$ cat config.mk
export PLATFORM = sky130hd
export DESIGN_NAME = slid_queue
export DESIGN_NICKNAME = d
export VERILOG_FILES = /design/src/rtl/slid_pkg.sv /design/src/rtl/slid_queue.sv
export SDC_FILE = /design/constraint.sdc
export NUM_CORES = 1
export LEC_CHECK = 0
export BUFFER_PORTS_ARGS = -buffer_cell sky130_fd_sc_hd__buf_4
export CORE_ASPECT_RATIO = 1.75
export CORE_MARGIN = 3
export CORE_UTILIZATION = 35
export CTS_CLUSTER_SIZE = 24
export DETAILED_ROUTE_END_ITERATION = 7
export GPL_TIMING_DRIVEN = 0
export SYNTH_ARGS = -nofsm -noshare
export SYNTH_HDL_FRONTEND = slang
export SYNTH_SLANG_ARGS = --single-unit
$ cat constraint.sdc
create_clock -name aclk -period 2.63 [get_ports aclk]
set_input_delay 0.1315 -clock aclk [delete_from_list [all_inputs] [get_ports aclk]]
set_output_delay 0.1315 -clock aclk [all_outputs]
set_load 0.05 [all_outputs]
$ cat src/rtl/slid_pkg.sv
// Shared types and constants for the sorted list insert/delete unit.
// Used by every module under rtl/; it depends on nothing else.
`timescale 1ns / 1ps

package slid_pkg;

    localparam int LIST_DEPTH_DEF = 64;
    localparam int VALUE_W        = 32;
    localparam int OP_W           = 2;
    localparam int COUNT_OUT_W    = 7;
    localparam int S_TDATA_W      = 32;
    localparam int S_TUSER_W      = 2;
    localparam int M_TDATA_W      = 16;
    localparam int QUEUE_DEPTH    = 2;

    typedef enum logic [OP_W-1:0] {
        OP_INSERT = 2'd0,
        OP_DELETE = 2'd1,
        OP_LOOKUP = 2'd2,
        OP_CLEAR  = 2'd3
    } op_t;

    typedef enum logic [1:0] {
        ST_OK       = 2'd0,
        ST_FULL     = 2'd1,
        ST_EMPTY    = 2'd2,
        ST_NOTFOUND = 2'd3
    } status_t;

    typedef enum logic [1:0] {
        BK_IDLE,
        BK_CMP,
        BK_APPLY
    } back_state_t;

    typedef struct packed {
        op_t                       op;
        logic signed [VALUE_W-1:0] value;
    } cmd_t;

    typedef struct packed {
        status_t                  status;
        logic                     found;
        logic [COUNT_OUT_W-1:0]   entry_count;
        logic                     is_empty;
        logic                     is_full;
    } result_t;

endpackage

$ cat src/rtl/slid_queue.sv
// Short command queue between the front end and the list engine.
// Depends on slid_pkg for the command type and the queue depth.
`timescale 1ns / 1ps

module slid_queue import slid_pkg::*; (
    input  logic aclk,
    input  logic aresetn,
    input  logic in_valid,
    output logic in_ready,
    input  cmd_t in_cmd,
    output logic out_valid,
    input  logic out_ready,
    output cmd_t out_cmd
);

    localparam int PTR_W = $clog2(QUEUE_DEPTH);
    localparam int CNT_W = $clog2(QUEUE_DEPTH + 1);

    cmd_t             slots [QUEUE_DEPTH];
    logic [PTR_W-1:0] wr_ptr_reg;
    logic [PTR_W-1:0] wr_ptr_next;
    logic [PTR_W-1:0] rd_ptr_reg;
    logic [PTR_W-1:0] rd_ptr_next;
    logic [CNT_W-1:0] fill_reg;
    logic [CNT_W-1:0] fill_next;
    logic             push;
    logic             pop;

    assign in_ready  = fill_reg != CNT_W'(QUEUE_DEPTH);
    assign out_valid = fill_reg != '0;
    assign push      = in_valid && in_ready;
    assign pop       = out_valid && out_ready;
    assign out_cmd   = slots[rd_ptr_reg];

    always_comb begin
        wr_ptr_next = wr_ptr_reg;
        rd_ptr_next = rd_ptr_reg;
        fill_next   = fill_reg;
        if (push) begin
            wr_ptr_next = (wr_ptr_reg == PTR_W'(QUEUE_DEPTH - 1)) ? '0 : wr_ptr_reg + 1'b1;
        end
        if (pop) begin
            rd_ptr_next = (rd_ptr_reg == PTR_W'(QUEUE_DEPTH - 1)) ? '0 : rd_ptr_reg + 1'b1;
        end
        if (push && !pop) begin
            fill_next = fill_reg + 1'b1;
        end else if (pop && !push) begin
            fill_next = fill_reg - 1'b1;
        end
    end

    always_ff @(posedge aclk) begin
        if (!aresetn) begin
            wr_ptr_reg <= '0;
            rd_ptr_reg <= '0;
            fill_reg   <= '0;
        end else begin
            wr_ptr_reg <= wr_ptr_next;
            rd_ptr_reg <= rd_ptr_next;
            fill_reg   <= fill_next;
        end
    end

    always_ff @(posedge aclk) begin
        if (push) begin
            slots[wr_ptr_reg] <= in_cmd;
        end
    end

endmodule

# Word level (Yosys, flattened, before mapping)
# Memory sizes are Yosys's and may differ from the RTL's. A register that Yosys moved wholly into a read port is not among the register bits.
# Index checks and enable logic that the tools add are counted.
[op_classes]
magnitude_cmp = 0
n_div = 0
n_eq_ne = 1
n_reduce_logical = 8
multipliers = 0
shifts = 0
mux = 8
n_addsub = 4
n_bitwise = 0
[ops]
columns = ["operator", "count"]
rows = [
  ["two-way mux 1 bit", 6],
  ["logical AND 1 bit", 4],
  ["two-way mux 2 bit", 2],
  ["nonzero test 2 bit", 2],
  ["adder 1 bit, second input constant", 2],
  ["adder 2 x 1 -> 2 bit, second input constant", 1],
  ["logical NOT 1 bit", 2],
  ["inequality test 2 bit, second input constant", 1],
  ["subtractor 2 x 1 -> 2 bit, second input constant", 1],
]
[totals]
word_cells = 25
latch_bits = 0
ramBits = 68
inputBits = 38
out_inout_bits = 36
regBits = 4
n_memories = 1
rom_bits = 0
[mem_list]
columns = ["name", "depth", "width", "rd", "rd_clocked_by_memory_dff", "wr", "line", "text"]
rows = [
  ["slots", 2, 34, 1, 1, 1, "slid_queue.sv:19", "cmd_t slots [QUEUE_DEPTH];"],
]

# Longest topological paths before layout
[logic_depth]
ltp_word = 6
ltp_mapped = 6
mapped_depth_nobuf = 6

# Worst setup path after synthesis
# OpenSTA, ideal clock, no wires.
[synth_path]
kind = "register -> register"
startpoint = "register fill_reg[0]"
endpoint = "memory slots[1][0] (netlist bit) (enable)"
required_time_ns = 2.236
synth_period_minus_slack_ns = 1.953
path_buffers = 0
arrival_ns = 1.559
setup_ns = 0.394
path_stages_with_launch = 3
path_slack_ns = 0.677
cell_sequence = "dfxtp_1 nand2b_4 and3_1"
[synth_via]
elab_chain_len = 4
[synth_lines]
columns = ["item", "line", "text"]
rows = [
  ["start, declared", "slid_queue.sv:24", "logic [CNT_W-1:0] fill_reg;"],
  ["start signal, assigned", "slid_queue.sv:60", "fill_reg <= fill_next;"],
  ["inequality test 2 bit", "slid_queue.sv:29", "assign in_ready = fill_reg != CNT_W'(QUEUE_DEPTH);"],
  ["net in_ready", "slid_queue.sv:9", "output logic in_ready,"],
  ["logical AND 1 bit", "slid_queue.sv:31", "assign push = in_valid && in_ready;"],
  ["two-way mux 1 bit", "slid_queue.sv:65", "if (push) begin"],
  ["two-way mux 1 bit (not written as such)", "slid_queue.sv:66", "slots[wr_ptr_reg] <= in_cmd;"],
  ["end, declared", "slid_queue.sv:19", ""],
]
# The timed path passes the listed nets, and every way through them passes these cells.

==> impl_results.md <==
* Synthesized cell area at 2690 um^2
* Slowest CP cell: mux2_2
* Gp weighted congestion at 0.650
* Resized cells post-CTS at 0
* Status: complete, no violations
* Required @ worst endpoint at 2500 ps
* CP cell instances: buf_2 > buf_2 > mux2_2 > buf_4
* Die Width at 72.2 um
* Yosys top cell area share at 76.0%
* Sequential area share after synthesis at 79.7%
* Starting Density at 36.6%
* Setup Skew at 4.18 ps
* Synth unique cells at 19
* Detail-routed via count per cell at 4.55
* Top sig layer: met4
* Final worst path period share at 68.2%
* Max reg flops at 68
* M1 WL at 1900 um
* #FFs+latches synth at 73
* Routed length on met3 at 253 um
* Mapped Cells at 130
* Startpoint types: flop
* Largest family of logic cells by synthesized area: multiplexers
* GRT overflow at 0
* Row count at 41
* Setup TNS at 0 ps
* Io pins at 74
* CP endpoint kind: output pin
* Bufs on Longest Clock Path at 2
* CTS buffer count at 9
* Root Driver: clkbuf_16
* CTS tree: done
* Kind of critical path: flop to output pin
* Hold buffers post-CTS at 34
* Synth-to-Final Area Change at 46.2%
* Vias in the first global route at 1,678
* Max frequency at 0.558 GHz
* Slew Limit Fails at 0
* Final Critical Period at 1790 ps
* Most frequent CP cell: buf_2
* VDD IR max at 585 uV
* CP Data Arrival Time at 1660 ps
* Adder-cell area share of the yosys netlist at 0.466%
* Layout Nets at 287
* Met2 routed wirelength at 2880 um
* PwrDens at 1030 nW/um^2
* Clk slew on worst S/H paths at 50 ps
* Max stage delay on crit path at 380 ps
* Post-synthesis xor/xnor area fraction at 0.978%
* # Post-CTS Setup Buffers at 0
* Slew headroom at 44.5%
* Finished Core Util at 53.6%
* PortBufs at 73
* WL/cell at 15.1 um
* Post-DP HPWL at 3270 um
* Overall Power at 0.00404 W
* Die Ht at 122 um
* Vias at 1,532
* Total GRT Usage at 12.6%
* Placement Cell Area at 3340 um^2
* Mux contribution to synthesized area at 14.2%
* Pre-antenna DRT Iters at 4
* Max_cap viols at 0
* DR iter-0 viols at 99
* WP depth at 4
* ANT nets after route at 0
* Clk Latency, worst-skew pair at 320 ps
* TritonCTS Sinks at 73
* H-tree depth at 3
* Cell family with most CP delay: buffers and inverters
* Hold Crit Class: input port to flop
* Routed wire length at 5100 um
* DRC at 0
* Finished Cell Area at 3930 um^2
* R2R depth at 2
* Unrepaired setup endpoints after global routing: no
* Antenna diode count at 0
* Post-Syn Nets at 169
* Share of layout cells above drive strength 1 at 49.8%
* Initial antenna violation count at 0
* Hold Crit Depth at 2
* Syn avg cell area at 20.7 um^2
* Leading area contributor after synthesis: edfxtp_1
* Yosys warning total at 0
* Static Leak at 1.49 nW
* Worst-Margin Slew at 833 ps
* Compound-Gate Fraction of Synth Area at 1.30%
* Top cells by area, synth: edfxtp_1, mux2_2, dfxtp_1
* Largest net degree at the start of global routing at 35
* First-pass GRT wire length at 8020 um
* Worst-path maximum fanout at 10
* Crit path buffers/inverters at 3
* Final setup vio count at 0
* Die Area at 8810 um^2
* Simple-gate area share of the yosys netlist at 2.42%
* FILL cells at 618
* Core ar. at 7340 um^2
* Final Hold Vio Count at 0
==> cell usage after synthesis <==
master / n
a21boi_1: 1
mux2_2: 34
a21bo_2: 1
nand3b_1: 1
edfxtp_1: 68
buf_2: 4
and3_1: 1
nand2b_4: 1
or2_2: 1
or3_1: 1
a21boi_0: 1
o21ai_0: 1
inv_1: 1
o21ai_1: 1
ha_1: 1
xor2_1: 1
xnor2_1: 2
dfxtp_1: 5
and2_1: 4
==> worst paths after layout <==
check	from	end	slack [ps]
worst max-delay path	flop	out_cmd[8]	840
worst min-delay path	aresetn	rd_ptr_reg	50
worst max register to register	fill_reg[0]	slots[1][26]	890
worst min register to register	fill_reg[1]	fill_reg[1]	560
==> per-layer routing <==
layer	track usage [%]	vias up
met5	0	-
met4	6.35	0
met3	4.38	4
met2	22.4	41
met1	12.6	752
li1	-	735
==> final cells by class <==
cell class              count  area, um^2  share of cell area (%)
repair buffers            107         888                    22.6
inverters                   1        3.75                  0.0955
multi-input cells          52         523                    13.3
well taps                  86         108                    2.74
plain buffers               4        20.0                   0.510
clock inverters             2        7.51                   0.191
clock buffers              12         236                    6.02
flip-flops and latches     73        2140                    54.5
==> per-stage QoR <==
stage | hold WS, ps | std cells | setup WS, ps
2_1_floorplan | 230 | 130 | 677
3_3_place_gp | 317 | 289 | 254
3_5_place_dp | 319 | 289 | 856
4_1_cts | 33.7 | 337 | 789
5_1_grt | 47.5 | 337 | 740
6_report | 53.6 | 337 | 837
==> cell families after synthesis <==
logic type,after synthesis
xor+xnor,3
mux,34
flops,73
buf+inv,5
compound gates,5
fa+ha+maj,1
simple gates,9
==> cells in the final DEF (no fill, tap or decap), types with 3 or more instances in the layout <==
master	count
clkbuf_16	9
dfxtp_1	5
and2_1	4
edfxtp_1	68
buf_2	4
buf_4	73
clkbuf_1	3
dlygate4sd3_1	34
mux2_2	34
==> where the power goes <==
group	switching (W)	total [W]	internal (W)
Combinational	0.000980	0.00152	0.000544
Sequential	0.0000493	0.00151	0.00146
Clock	0.000386	0.00101	0.000620
(Power assumes the default switching activity.)
