==> src/rtl/slid_pkg.sv <==
// Shared types and constants for the sorted list insert/delete unit.
// Used by every module under rtl/; it depends on nothing else.
`timescale 1ns / 1ps

package slid_pkg;

    localparam int LIST_DEPTH_DEF = 64;
    localparam int VALUE_W        = 32;
    localparam int OP_W           = 2;
    localparam int COUNT_OUT_W    = 7;
    localparam int S_TDATA_W      = 32;
    localparam int S_TUSER_W      = 2;
    localparam int M_TDATA_W      = 16;
    localparam int QUEUE_DEPTH    = 2;

    typedef enum logic [OP_W-1:0] {
        OP_INSERT = 2'd0,
        OP_DELETE = 2'd1,
        OP_LOOKUP = 2'd2,
        OP_CLEAR  = 2'd3
    } op_t;

    typedef enum logic [1:0] {
        ST_OK       = 2'd0,
        ST_FULL     = 2'd1,
        ST_EMPTY    = 2'd2,
        ST_NOTFOUND = 2'd3
    } status_t;

    typedef enum logic [1:0] {
        BK_IDLE,
        BK_CMP,
        BK_APPLY
    } back_state_t;

    typedef struct packed {
        op_t                       op;
        logic signed [VALUE_W-1:0] value;
    } cmd_t;

    typedef struct packed {
        status_t                  status;
        logic                     found;
        logic [COUNT_OUT_W-1:0]   entry_count;
        logic                     is_empty;
        logic                     is_full;
    } result_t;

endpackage

==> src/rtl/slid_front.sv <==
// Front end: takes items from the input stream, decodes the operation and
// holds the command in a register for the queue. Depends on slid_pkg.
`timescale 1ns / 1ps

module slid_front import slid_pkg::*; (
    input  logic                 aclk,
    input  logic                 aresetn,
    input  logic                 s_tvalid,
    output logic                 s_tready,
    input  logic [S_TDATA_W-1:0] s_tdata,
    input  logic [S_TUSER_W-1:0] s_tuser,
    output logic                 cmd_valid,
    input  logic                 cmd_ready,
    output cmd_t                 cmd
);

    logic cmd_valid_reg;
    logic cmd_valid_next;
    cmd_t cmd_reg;

    // The register frees up in the same cycle the queue takes its item.
    assign s_tready = !cmd_valid_reg || cmd_ready;

    always_comb begin
        cmd_valid_next = cmd_valid_reg;
        if (s_tready) begin
            cmd_valid_next = s_tvalid;
        end
    end

    always_ff @(posedge aclk) begin
        if (!aresetn) begin
            cmd_valid_reg <= 1'b0;
        end else begin
            cmd_valid_reg <= cmd_valid_next;
        end
    end

    always_ff @(posedge aclk) begin
        if (s_tvalid && s_tready) begin
            cmd_reg.op    <= op_t'(s_tuser[OP_W-1:0]);
            cmd_reg.value <= s_tdata[VALUE_W-1:0];
        end
    end

    assign cmd_valid = cmd_valid_reg;
    assign cmd       = cmd_reg;

endmodule

==> config.mk <==
export PLATFORM = sky130hd
export DESIGN_NAME = slid_front
export DESIGN_NICKNAME = d
export VERILOG_FILES = /design/src/rtl/slid_pkg.sv /design/src/rtl/slid_front.sv
export SDC_FILE = /design/constraint.sdc
export NUM_CORES = 1
export LEC_CHECK = 0
export BUFFER_PORTS_ARGS = -buffer_cell sky130_fd_sc_hd__buf_4
export CELL_PAD_IN_SITES_DETAIL_PLACEMENT = 1
export CELL_PAD_IN_SITES_GLOBAL_PLACEMENT = 2
export CORE_MARGIN = 1.5
export CORE_UTILIZATION = 26
export DETAILED_ROUTE_END_ITERATION = 12
export PLACE_DENSITY = 0.82
export SETUP_SLACK_MARGIN = 0.2
export SLEW_MARGIN = 30
export SYNTH_ARGS = -nofsm -noshare
export SYNTH_HDL_FRONTEND = slang
export SYNTH_SLANG_ARGS = --single-unit
==> constraint.sdc <==
create_clock -name aclk -period 1.4 [get_ports aclk]
set_input_delay 0.14 -clock aclk [delete_from_list [all_inputs] [get_ports aclk]]
set_output_delay 0.14 -clock aclk [all_outputs]
set_load 0.02 [all_outputs]
## Word-level counts from Yosys, hierarchy flattened

Cells that the tools add are included.
W data, S select, Z words.

- Reduce and logical (&&, ||, !) cells: 3

Operators with widths:

| operator | count |
|---|---|
| $logic_and A1 B1 Y1 | 1 |
| $logic_not A1 Y1 | 1 |
| $logic_or A1 B1 Y1 | 1 |

- Logic and storage cells: 6
- Flip-flop bits (word level): 35
- Bits of input ports: 38

## Depth between registers and ports, before layout

- Word-level depth: 3
- Depth in mapped cells: 2
- Depth with buffers taken out: 2

## Least setup slack after synthesis

No wires, ideal clock.

- Path kind: reg-to-reg
- Start point: register cmd_valid_reg, in the netlist cmd_valid
- End point: register cmd_reg (netlist bit cmd[0]), enable pin
- Path slack: 0.169 ns
- Arrival: 0.888 ns
- Cell stages (with the launch flop): 3
- Buffers on the path: 0
- Required time: 1.057 ns
- Cell sequence: dfxtp_1 > nand2b_4 > and2_4

- Cells in the longest elaborated chain, start to end: 3

RTL lines:

| item | RTL line | text |
|---|---|---|
| from (decl) | slid_front.sv:17 | `logic cmd_valid_reg;` |
| from (signal assigned) | slid_front.sv:35 | `cmd_valid_reg <= cmd_valid_next;` |
| $logic_not A1 Y1 | slid_front.sv:22 | `assign s_tready = !cmd_valid_reg \|\| cmd_ready;` |
| $logic_or A1 B1 Y1 | slid_front.sv:22 |  |
| via s_tready | slid_front.sv:9 | `output logic s_tready,` |
| $logic_and A1 B1 Y1 | slid_front.sv:40 | `if (s_tvalid && s_tready) begin` |
| to (decl) | slid_front.sv:19 | `cmd_t cmd_reg;` |

The timed path passes the listed nets, and every way through them passes these cells.
A chain may end at the register's enable or synchronous reset.

## Worst setup path in the final report

- Start point: register cmd_valid_reg, in the netlist cmd_valid
- End point: register cmd_reg (netlist bit cmd[15]), enable pin

- Cells in the longest elaborated chain, start to end: 3

RTL lines:

| item | RTL line |
|---|---|
| $logic_not A1 Y1 | slid_front.sv:22 |
| $logic_or A1 B1 Y1 | slid_front.sv:22 |
| $logic_and A1 B1 Y1 | slid_front.sv:40 |

Every way passes these cells.

==> impl.org <==
** Worst setup path
- Setup crit start :: cmd_valid
- The largest single stage delay on the critical path is about 0.34 ns.
- Traced cell by cell, the critical path runs through nand2b_4 > and2_4.
- Data on the critical path is required at its endpoint by around 1.4 ns.
- Worst reg-to-reg setup slack :: roughly 0.37 ns
- Critical Path End :: cmd[15]
- Maximum net fanout on the critical path :: 17
- The endpoint identified for the worst register-to-register timing path is cmd[15].
- Setup Crit Path Kind :: flip-flop to flip-flop
- Endpoint kind of the worst setup timing path :: flip-flop
- Worst reg2reg path startpoint :: cmd_valid
- The slowest stage of the critical path belongs to the cell dfxtp_2.
- The worst register-to-register path has a depth of 2.
- Arr. time, crit path :: 1.00 ns
- Startpoint type of the worst setup path :: flip-flop

** Synthesis
- Number of warnings issued by yosys :: 0
- Counting flops with an async set or reset pin after synthesis yields a share of 0%.
- Number of enable flip-flop cells after synthesis :: 34
- Largest cells by area after synthesis :: edfxtp_1, dfxtp_1, nand2b_4, a21boi_2, and2_4
- Biggest area consumer among synthesized cells :: edfxtp_1
- In the synthesized netlist, the number of instances is 39.
- Number of distinct standard cells referenced by the synthesized netlist :: 6
- Summing the sequential cell areas from Yosys gives roughly 97% of the chip area.
- The number of nets in the synthesized netlist is 77.
- In this run, synthesis produced a sequential element count of 35.
- In the synthesized netlist the dominant register cell turns out to be edfxtp_1.
- Most frequently used cell type in the post-synthesis netlist :: edfxtp_1
- The share of synthesized area in the top cell type comes to 94.7%.
- In this run the mean area of a mapped cell was between 20 and 30 sq um.
- After synthesis the cells add up to 0.00108 sq mm.

** Die
- In this run the horizontal extent of the chip is around 67 um.
- Area of the placeable core :: between 0.004 and 0.005 sq mm
- Placement Rows :: 23
- IO Count :: 74
- The die covers between 0.004 and 0.005 sq mm.
- Vertical extent of the die :: roughly 67 um
- Effective utilization at floorplan :: roughly 27%

** Power and ir drop
- In this run the static leakage power is 0.765 nW.
- The share of total power dissipated in the clock network is between 30% and 40%.
- Summing internal, switching and leakage power gives 2.30 mW.
- Switching share of total power :: a little over a fifth
- Cell-internal power :: 1.81 mW
- For this design the total switching power over the nets is slightly below 0.5 mW.
- Power Dens Cells :: between 1000 and 1500 mW/mm^2
- Part of the power in combinational logic :: between 10 and 15%
- The share of total power dissipated in sequential elements is 53.8%.
- Across the VDD grid, the largest voltage drop is around 0.00078 V.

** GRT
- The via count of the first global-routing pass is ~730.
- The first global-routing pass estimated roughly 3.5 mm of wire.
- GRT overflow :: 0
- For met2 alone, demand over resource in global routing was about a fifth.
- For met3 alone, demand over resource in global routing was between 7 and 8%.
- Global-route met1 utilization :: 11.1%
- Entering global routing, the biggest net connects 18 pins.
- Overall routing resource usage :: 11.7%
- Top Usage Layer GRT :: met2
- Number of antenna violations at the first check in global routing :: 0

** Routing
- The first TritonRoute pass finished after 4 iterations.
- Count of unresolved DRC violations after routing :: 0
- Count of vias placed by the detailed router :: around 670
- Total routed wirelength :: 2.47 mm
- Avg WL per Cell :: between 10 and 15 um
- The first routing iteration left about 40 violations.
- The detail route stage leaves a number of antenna-violating nets equal to 0.
- In the routed layout, each cell is associated on average with a via count of slightly below 4.

** Cells and area
- Antenna diode count :: 0
- Utilization after layout :: around 45%
- Synthesis-to-layout area growth :: 66.8%
- Fill cell count :: 415
- Final Net Count :: around 160
- Share of layout cells above drive strength 1 :: ~70%
- Post-Layout Cell Count :: 171
- Flip-flop count of the largest register, all copies and words added :: 34

** STA
- At the pin with the least slew margin, the transition time is between 0.2 and 0.25 ns.
- Highest clock frequency the design can meet :: between 900 and 1000 MHz
- The final critical path takes up ~74% of the cycle.
- In this run the tightest slew margin relative to its limit is 84.4%.
- Final setup violation count :: 0
- Setup slack closes at about 0.37 ns.
- Post-Route Setup TNS :: 0 ns
- The count of final hold-check violations was 0.
- The routed design could run at a clock period as short as 1.03 ns.
- Setup repair after global routing missed its margin :: false
- The max-slew violation count came to 0.
- Setup skew after layout :: 0.00546 ns

** Placed design
- Before CTS, the worst setup slack after placement is ~0.19 ns.
- GP Congestion :: 0.600
- IO buf count :: 73
- Once placement completed, the tool counted placed cells totaling ~160.

** Run status
- Result of the run :: completed

** CTS
- Buffers added to address setup during post-CTS repair amount to 0.
- CTS H-Tree Depth :: 2
- Clock transition at path regs :: 0.07 ns
- Number of buffers added by the clock tree synthesis step :: 5
- The later pin in the worst-skew pair is clocked with a latency of 0.28 ns.
- TritonCTS built the clock tree.
- CTS saw 35 sinks.
- The cell sitting at the root of the clock tree is a clkbuf_8.
- In this run the deepest clock path goes through 2 buffers.

** Job
- Maxcap violations :: 0

** Min path
- Class of the most critical hold timing path :: input pin to flip-flop
-- worst min-delay path by stage --
stage	from	end	slack (ns)	cells after the start
2_1_floorplan	s_tdata[0]	cmd[0]	0.24	0
3_3_place_gp	s_tdata[2]	cmd[2]	0.32	1
3_5_place_dp	s_tdata[28]	cmd[28]	0.32	1
4_1_cts	s_tdata[27]	cmd[27]	0.02	1
5_1_grt	s_tdata[16]	cmd[16]	0.008	1
6_report	s_tdata[28]	cmd[28]	0.03	1
-- metrics by stage --
step,cell area [sq um],hold WS (ns)
4_1_cts,1800,0.0181
3_3_place_gp,1690,0.318
5_1_grt,1800,0.00843
6_report,1800,0.0279
3_5_place_dp,1690,0.320
2_1_floorplan,1080,0.239
-- repair_timing --
item                       in CTS  in global routing
pin swaps                       1                  0
cloned                          1                  0
setup endpoints to repair      34                 17
hold buffers                    0                  0
resized for setup               0                  1
hold endpoints to repair        0                  0
-- area by class of cell --
class / count / area [sq um] / area share, %
inverters: 1 / 3.75 / 0.209
multi-input cells: 4 / 42.5 / 2.36
clock buffers: 8 / 100 / 5.56
flip-flops and latches: 35 / 1040 / 57.9
repair buffers: 73 / 548 / 30.5
well taps: 50 / 62.6 / 3.48
-- cell usage in the layout, fill, tap and decap left out --
cell type	count
a21boi_2	1
and2_4	2
buf_4	73
clkbuf_1	1
clkbuf_8	7
dfxtp_2	1
edfxtp_1	34
inv_1	1
nand2b_4	1
-- critical path, delay by kind of cell (launching register included) --
| family | cells | cell delay [ns] |
|---|---|---|
| DFF | 1 | 0.34 |
| and+or+nand+nor | 2 | 0.38 |
-- kinds of logic (layout without fill, tap and decap cells) --
logic type             after synthesis  in the layout  share of synthesized area, %
AOI/OAI and AO/OA                    1              1                          1.04
and+or+nand+nor                      2              3                          2.09
buffers and inverters                1             82                         0.348
DFF                                 35             35                          96.5
-- power groups by stage --
stage / clock network, mW / logic [mW] / registers, mW
2_1_floorplan: 0 / 0.0279 / 1.34
3_3_place_gp: 0 / 0.277 / 1.26
3_5_place_dp: 0 / 0.284 / 1.26
4_1_cts: 0.811 / 0.288 / 1.24
5_1_grt: 0.850 / 0.302 / 1.25
6_report: 0.782 / 0.283 / 1.24
-- routing by layer --
metal,wire length [um],part of all wire (%),up-vias
li1,-,-,313
met1,782,32,313
met2,1390,56,43
met3,273,11,4
met4,26,1.1,0
met5,0,0,-
No activity file was read; power rests on OpenSTA's default activity.
